**src/design/rpfd_pkg.sv**
```systemverilog
// Shared constants, types and the rhythm pattern table of the feedback delay.
// No dependencies.
`default_nettype none

package rpfd_pkg;

   localparam int MAX_DELAY_DEFAULT = 65536;
   localparam int CHANNELS_DEFAULT  = 2;

   localparam int SAMPLE_W   = 16;
   localparam int CSR_IDX_W  = 2;
   localparam int CSR_DATA_W = 16;
   localparam int STEP_W     = 3;
   localparam int COUNT_W    = 16;

   typedef logic signed [SAMPLE_W-1:0] sample_type;

   // register indexes
   localparam logic [CSR_IDX_W-1:0] CSR_DELAY    = 2'd0;
   localparam logic [CSR_IDX_W-1:0] CSR_PATTERN  = 2'd1;
   localparam logic [CSR_IDX_W-1:0] CSR_FEEDBACK = 2'd2;
   localparam logic [CSR_IDX_W-1:0] CSR_MIX      = 2'd3;

   // register reset values
   localparam logic [15:0] DELAY_RESET    = 16'd24000;
   localparam logic [2:0]  PATTERN_RESET  = 3'd0;
   localparam logic [14:0] FEEDBACK_RESET = 15'd11469;
   localparam logic [15:0] MIX_RESET      = 16'd16384;

   // Q15 constants
   localparam logic [16:0] Q15_ONE      = 17'd32768;
   localparam logic [14:0] TAP_LOW_GAIN = 15'd9830;
   localparam logic [14:0] FEEDBACK_MAX = 15'd22938;
   localparam logic [15:0] MIX_MAX      = 16'd32768;

   function automatic logic [7:0] rhythm_pattern(input logic [STEP_W-1:0] sel);
      logic [7:0] bits;
      unique case (sel)
         3'd0: bits = 8'hAA;
         3'd1: bits = 8'hCC;
         3'd2: bits = 8'hF0;
         3'd3: bits = 8'hDB;
         3'd4: bits = 8'h96;
         3'd5: bits = 8'hE4;
         3'd6: bits = 8'hBA;
         3'd7: bits = 8'hFF;
         default: bits = 8'hFF;
      endcase
      return bits;
   endfunction

endpackage

`default_nettype wire

```
**src/design/rpfd_delay_mod.sv**
```systemverilog
// Delay length modulo MAX_DELAY, by reciprocal multiply and one correction.
// Recomputes after reset and after every delay write; depends on rpfd_pkg.
`default_nettype none

module rpfd_delay_mod #(
   parameter int MAX_DELAY = rpfd_pkg::MAX_DELAY_DEFAULT
) (
   input  wire logic        clock,
   input  wire logic        reset,
   input  wire logic        restart,
   input  wire logic [15:0] delay,
   output logic      [15:0] delay_mod,
   output logic             ready
);

   localparam logic [39:0] RECIP = 40'((64'd1 << 32) / MAX_DELAY);

   logic [39:0] prod_ff;
   logic [15:0] delay_d1_ff;
   logic [15:0] rem_ff;
   logic [15:0] dmod_ff;
   logic [1:0]  settle_ff, settle_in;

   // quotient estimate never exceeds the true one, so one subtract corrects it
   always_ff @(posedge clock) begin
      prod_ff     <= 40'(delay) * RECIP;
      delay_d1_ff <= delay;
      rem_ff      <= 16'(28'(delay_d1_ff) - 28'(prod_ff[39:32]) * 28'(MAX_DELAY));
      if (20'(rem_ff) >= 20'(MAX_DELAY)) begin
         dmod_ff <= 16'(20'(rem_ff) - 20'(MAX_DELAY));
      end else begin
         dmod_ff <= rem_ff;
      end
   end

   always_comb begin
      settle_in = settle_ff;
      if (restart) begin
         settle_in = 2'd0;
      end else if (settle_ff != 2'd3) begin
         settle_in = settle_ff + 2'd1;
      end
   end

   always_ff @(posedge clock) begin
      if (reset) begin
         settle_ff <= 2'd0;
      end else begin
         settle_ff <= settle_in;
      end
   end

   assign delay_mod = dmod_ff;
   assign ready     = (settle_ff == 2'd3);

endmodule

`default_nettype wire

```
**config.mk**
```make
export PLATFORM = sky130hd
export DESIGN_NAME = rpfd_delay_mod
export DESIGN_NICKNAME = d
export VERILOG_FILES = /design/src/design/rpfd_pkg.sv /design/src/design/rpfd_delay_mod.sv
export SDC_FILE = /design/constraint.sdc
export NUM_CORES = 1
export LEC_CHECK = 0
export BUFFER_PORTS_ARGS = -buffer_cell sky130_fd_sc_hd__buf_4
export CAP_MARGIN = 20
export CORE_MARGIN = 4
export CORE_UTILIZATION = 49
export DETAILED_ROUTE_END_ITERATION = 7
export GPL_ROUTABILITY_DRIVEN = 0
export PLACE_DENSITY = 0.82
export SYNTH_ARGS = -nofsm -noshare
export SYNTH_HDL_FRONTEND = slang
export SYNTH_SLANG_ARGS = --single-unit
```
**constraint.sdc**
```tcl
create_clock -name clock -period 1.6 [get_ports clock]
set_input_delay 0.08 -clock clock [delete_from_list [all_inputs] [get_ports clock]]
set_output_delay 0.08 -clock clock [all_outputs]
set_load 0.01 [all_outputs]
```
==> results.py <==
metrics = {
    "status": {
        "status": "complete, no violations",
    },
    "worst_setup_path": {
        "cp_num_buf_inv": 1,
        "start_kind": "flip-flop",
        "crit_fanout": 3,
        "worstSetupPathDepth": 4,
        "slowest_stage": "dlygate4sd3_1",
        "worst_setup_path_end_kind": "flip-flop",
        "cp_cell_sequence": "ha_2, mux2i_1, nor3_2, dlygate4sd3_1",
        "cpLargestDelayFamily": "buffers and inverters",
        "ff2ff_path_depth": 4,
        "worstPathRequired_ns": 1.82,
        "slowest_delay_ns": 0.55,
        "cp_data_arrival_time_ns": 1.73,
        "crit_type": "flip-flop to flip-flop",
    },
    "timing": {
        "tightest_slew_ns": 0.164,
        "grt_setup_unrepaired": "no",
        "tns_ns": 0,
        "slew_viol_final": 0,
        "hold_viol_final": 0,
        "timing.fmax_mhz": 663,
        "period_needed_ns": 1.51,
        "maxSlewHeadroom": 0.887,
        "fin_worst_skew_ns": 0.00802,
        "finalCritPeriodShare": 0.943,
        "finalSetupViolations": 0,
    },
    "synthesis": {
        "netlist_instances": 56,
        "avgSynthCellArea_um2": 19.0,
        "synth.most_common_cell": "dfxtp_1",
        "synth_enable_flop_cells": 0,
        "synth_largest_area_cell": "dfxtp_1",
        "synth_area_leaders": "dfxtp_1 (94%), ha_1 (2.4%), nor3_2 (1.9%)",
        "synthTopCellsByCount": "dfxtp_1 (50), ha_1 (2), nor3_2 (2)",
        "netlist_area_um2": 1060,
        "yosysTopAreaCellShare": 0.940,
        "ys_types": 5,
        "synth_nets": 77,
        "ys.warnings.count": 0,
        "async_flop_share": 0,
        "synth_flop_cell": "dfxtp_1",
        "ys_ff_latch": 50,
        "ys_seq_area_frac": 0.940,
    },
    "die": {
        "die_area_um2": 2980,
        "die_w_um": 54.6,
        "coreArea_um2": 2020,
        "die_h_um": 54.6,
        "rows": 16,
        "start_util": 0.527,
        "pin_count": 36,
    },
    "placement": {
        "dp_hpwl_um": 983,
        "io_buffers": 35,
        "dp_cells": 118,
        "dpl_cell_area_um2": 1360,
    },
    "clocking": {
        "htree_levels": 2,
        "cts.clk_slew.worst_paths_ns": 0.12,
        "clockBufferDepth": 2,
        "cts_buffers": 5,
        "clock_sinks": 50,
        "postCtsSetupRepairBufs": 0,
        "root_buffer": "clkbuf_4",
        "clkLatencyLatePin_ns": 0.33,
        "tritoncts": "done",
    },
    "grt": {
        "met3_usage": 0.0627,
        "antenna_found_initial": 0,
        "overflow": 0,
        "grt_pass1_vias": 562,
        "grt_util_all_layers": 0.121,
        "busiest_layer": "met2",
        "grt_pass1_wl_mm": 2.29,
        "grt_util_met1": 0.115,
        "grt_max_degree": 15,
        "use_met2": 0.193,
    },
    "routing": {
        "dr.pass1.iters": 2,
        "antenna_left": 0,
        "drc": 0,
        "viasPerCell": 3.89,
        "wirelength_mm": 1.56,
        "drtIter0Drc": 1,
        "wire_per_inst_um": 10.7,
        "num_vias": 564,
    },
    "cells_and_area": {
        "antenna_cells": 0,
        "instances_no_fill": 145,
        "syn_to_final_growth_pct": 51.8,
        "drive_gt1_frac": 0.398,
        "fin_util": 0.800,
        "final_nets": 138,
        "design_area_um2": 1620,
    },
    "power_and_ir_drop": {
        "swShare": 0.193,
        "power.density_nw_per_um2": 1230,
        "intPower_uw": 1610,
        "leakage_uw": 0.000739,
        "p_comb_frac": 0.061,
        "power_uw": 2000,
        "peakVddDrop_mv": 1.02,
        "seq_power_share": 0.665,
        "clockPowerShare": 0.274,
        "switchingPower_uw": 385,
    },
    "min_path": {
        "hold-path-cell-count": 0,
        "hp-class": "flip-flop to flip-flop",
    },
    "flow_run": {
        "maxCapViolCount": 0,
    },
}
-- through the flow --
step / hold slack (ns) / worst slack (ns)
2_1_floorplan: 0.108 / 0.688
3_3_place_gp: 0.185 / 0.676
3_5_place_dp: 0.186 / 0.625
4_1_cts: 0.341 / 0.0567
5_1_grt: 0.347 / 0.0144
6_report: 0.340 / 0.0909
-- placed cells by master (no fill, tap or decap) --
cell / Yosys / routed
buf_4: 0 / 35
nor3_2: 2 / 2
clkbuf_8: 0 / 1
clkbuf_4: 0 / 5
ha_1: 2 / 1
ha_2: 0 / 1
clkinv_2: 0 / 1
clkbuf_1: 0 / 1
xor2_1: 1 / 1
dlygate4sd3_1: 0 / 19
dfxtp_1: 50 / 48
dfxtp_2: 0 / 2
mux2i_1: 1 / 1
-- logic make-up after synthesis --
| kind of cell | share of synthesized area |
|---|---|
| muxes | 0.00940 |
| adders and majority gates | 0.0235 |
| xor gates and xnor gates | 0.00823 |
| DFF | 0.940 |
| and+or+nand+nor | 0.0188 |
-- timing repair --
item,4_1_cts,5_1_grt
setup endpoints to repair,0,1
hold buffers,19,0
resized for setup,0,3
endpoints found under the hold margin,18,0
-- worst register-to-register path: cells and delay by family (launching register included) --
kind / cells / cell delay (ns)
fa+ha+maj: 1 / 0.27
simple gates: 1 / 0.06
mux: 1 / 0.16
flops: 1 / 0.37
buf+inv: 1 / 0.55
-- path summary, 6_finish.rpt --
check	from	to	slack [ns]
worst max-delay path	settle_ff[0]$_SDFFE_PP0P_	settle_ff[1]$_SDFFE_PP0P_	0.09
worst min-delay path	rem_ff[2]$_DFF_P_	delay_mod[2]$_DFF_P_	0.34
worst max register to register	settle_ff[0]$_SDFFE_PP0P_	settle_ff[1]$_SDFFE_PP0P_	0.09
worst min register to register	rem_ff[2]$_DFF_P_	delay_mod[2]$_DFF_P_	0.34
-- layer usage --
| metal | part of all wire | vias to the layer above |
|---|---|---|
| li1 | - | 295 |
| met1 | 0.38 | 244 |
| met2 | 0.53 | 20 |
| met3 | 0.076 | 5 |
| met4 | 0.020 | 0 |
| met5 | 0 | - |
-- layout make-up --
| class | count | area, µm² |
|---|---|---|
| Sequential cell | 50 | 1000 |
| Timing Repair Buffer | 54 | 453 |
| Fill cell | 105 | 405 |
| Multi-Input combinational cell | 6 | 66.3 |
| Clock buffer | 7 | 55.1 |
| Tap cell | 27 | 33.8 |
| Clock inverter | 1 | 5.00 |
-- state kept, by name, indices dropped and copies added, names as in the netlist --
name	count
delay_d1_ff	16
delay_mod	16
rem_ff	16
settle_ff	2
-- power groups by stage --
| stage | clock (µW) | combinational, µW | sequential [µW] |
|---|---|---|---|
| 2_1_floorplan | 0 | 6.45 | 1360 |
| 3_3_place_gp | 0 | 83.3 | 1350 |
| 3_5_place_dp | 0 | 86.3 | 1360 |
| 4_1_cts | 563 | 123 | 1330 |
| 5_1_grt | 608 | 132 | 1340 |
| 6_report | 546 | 122 | 1330 |
No activity file was read; power rests on OpenSTA's default activity.
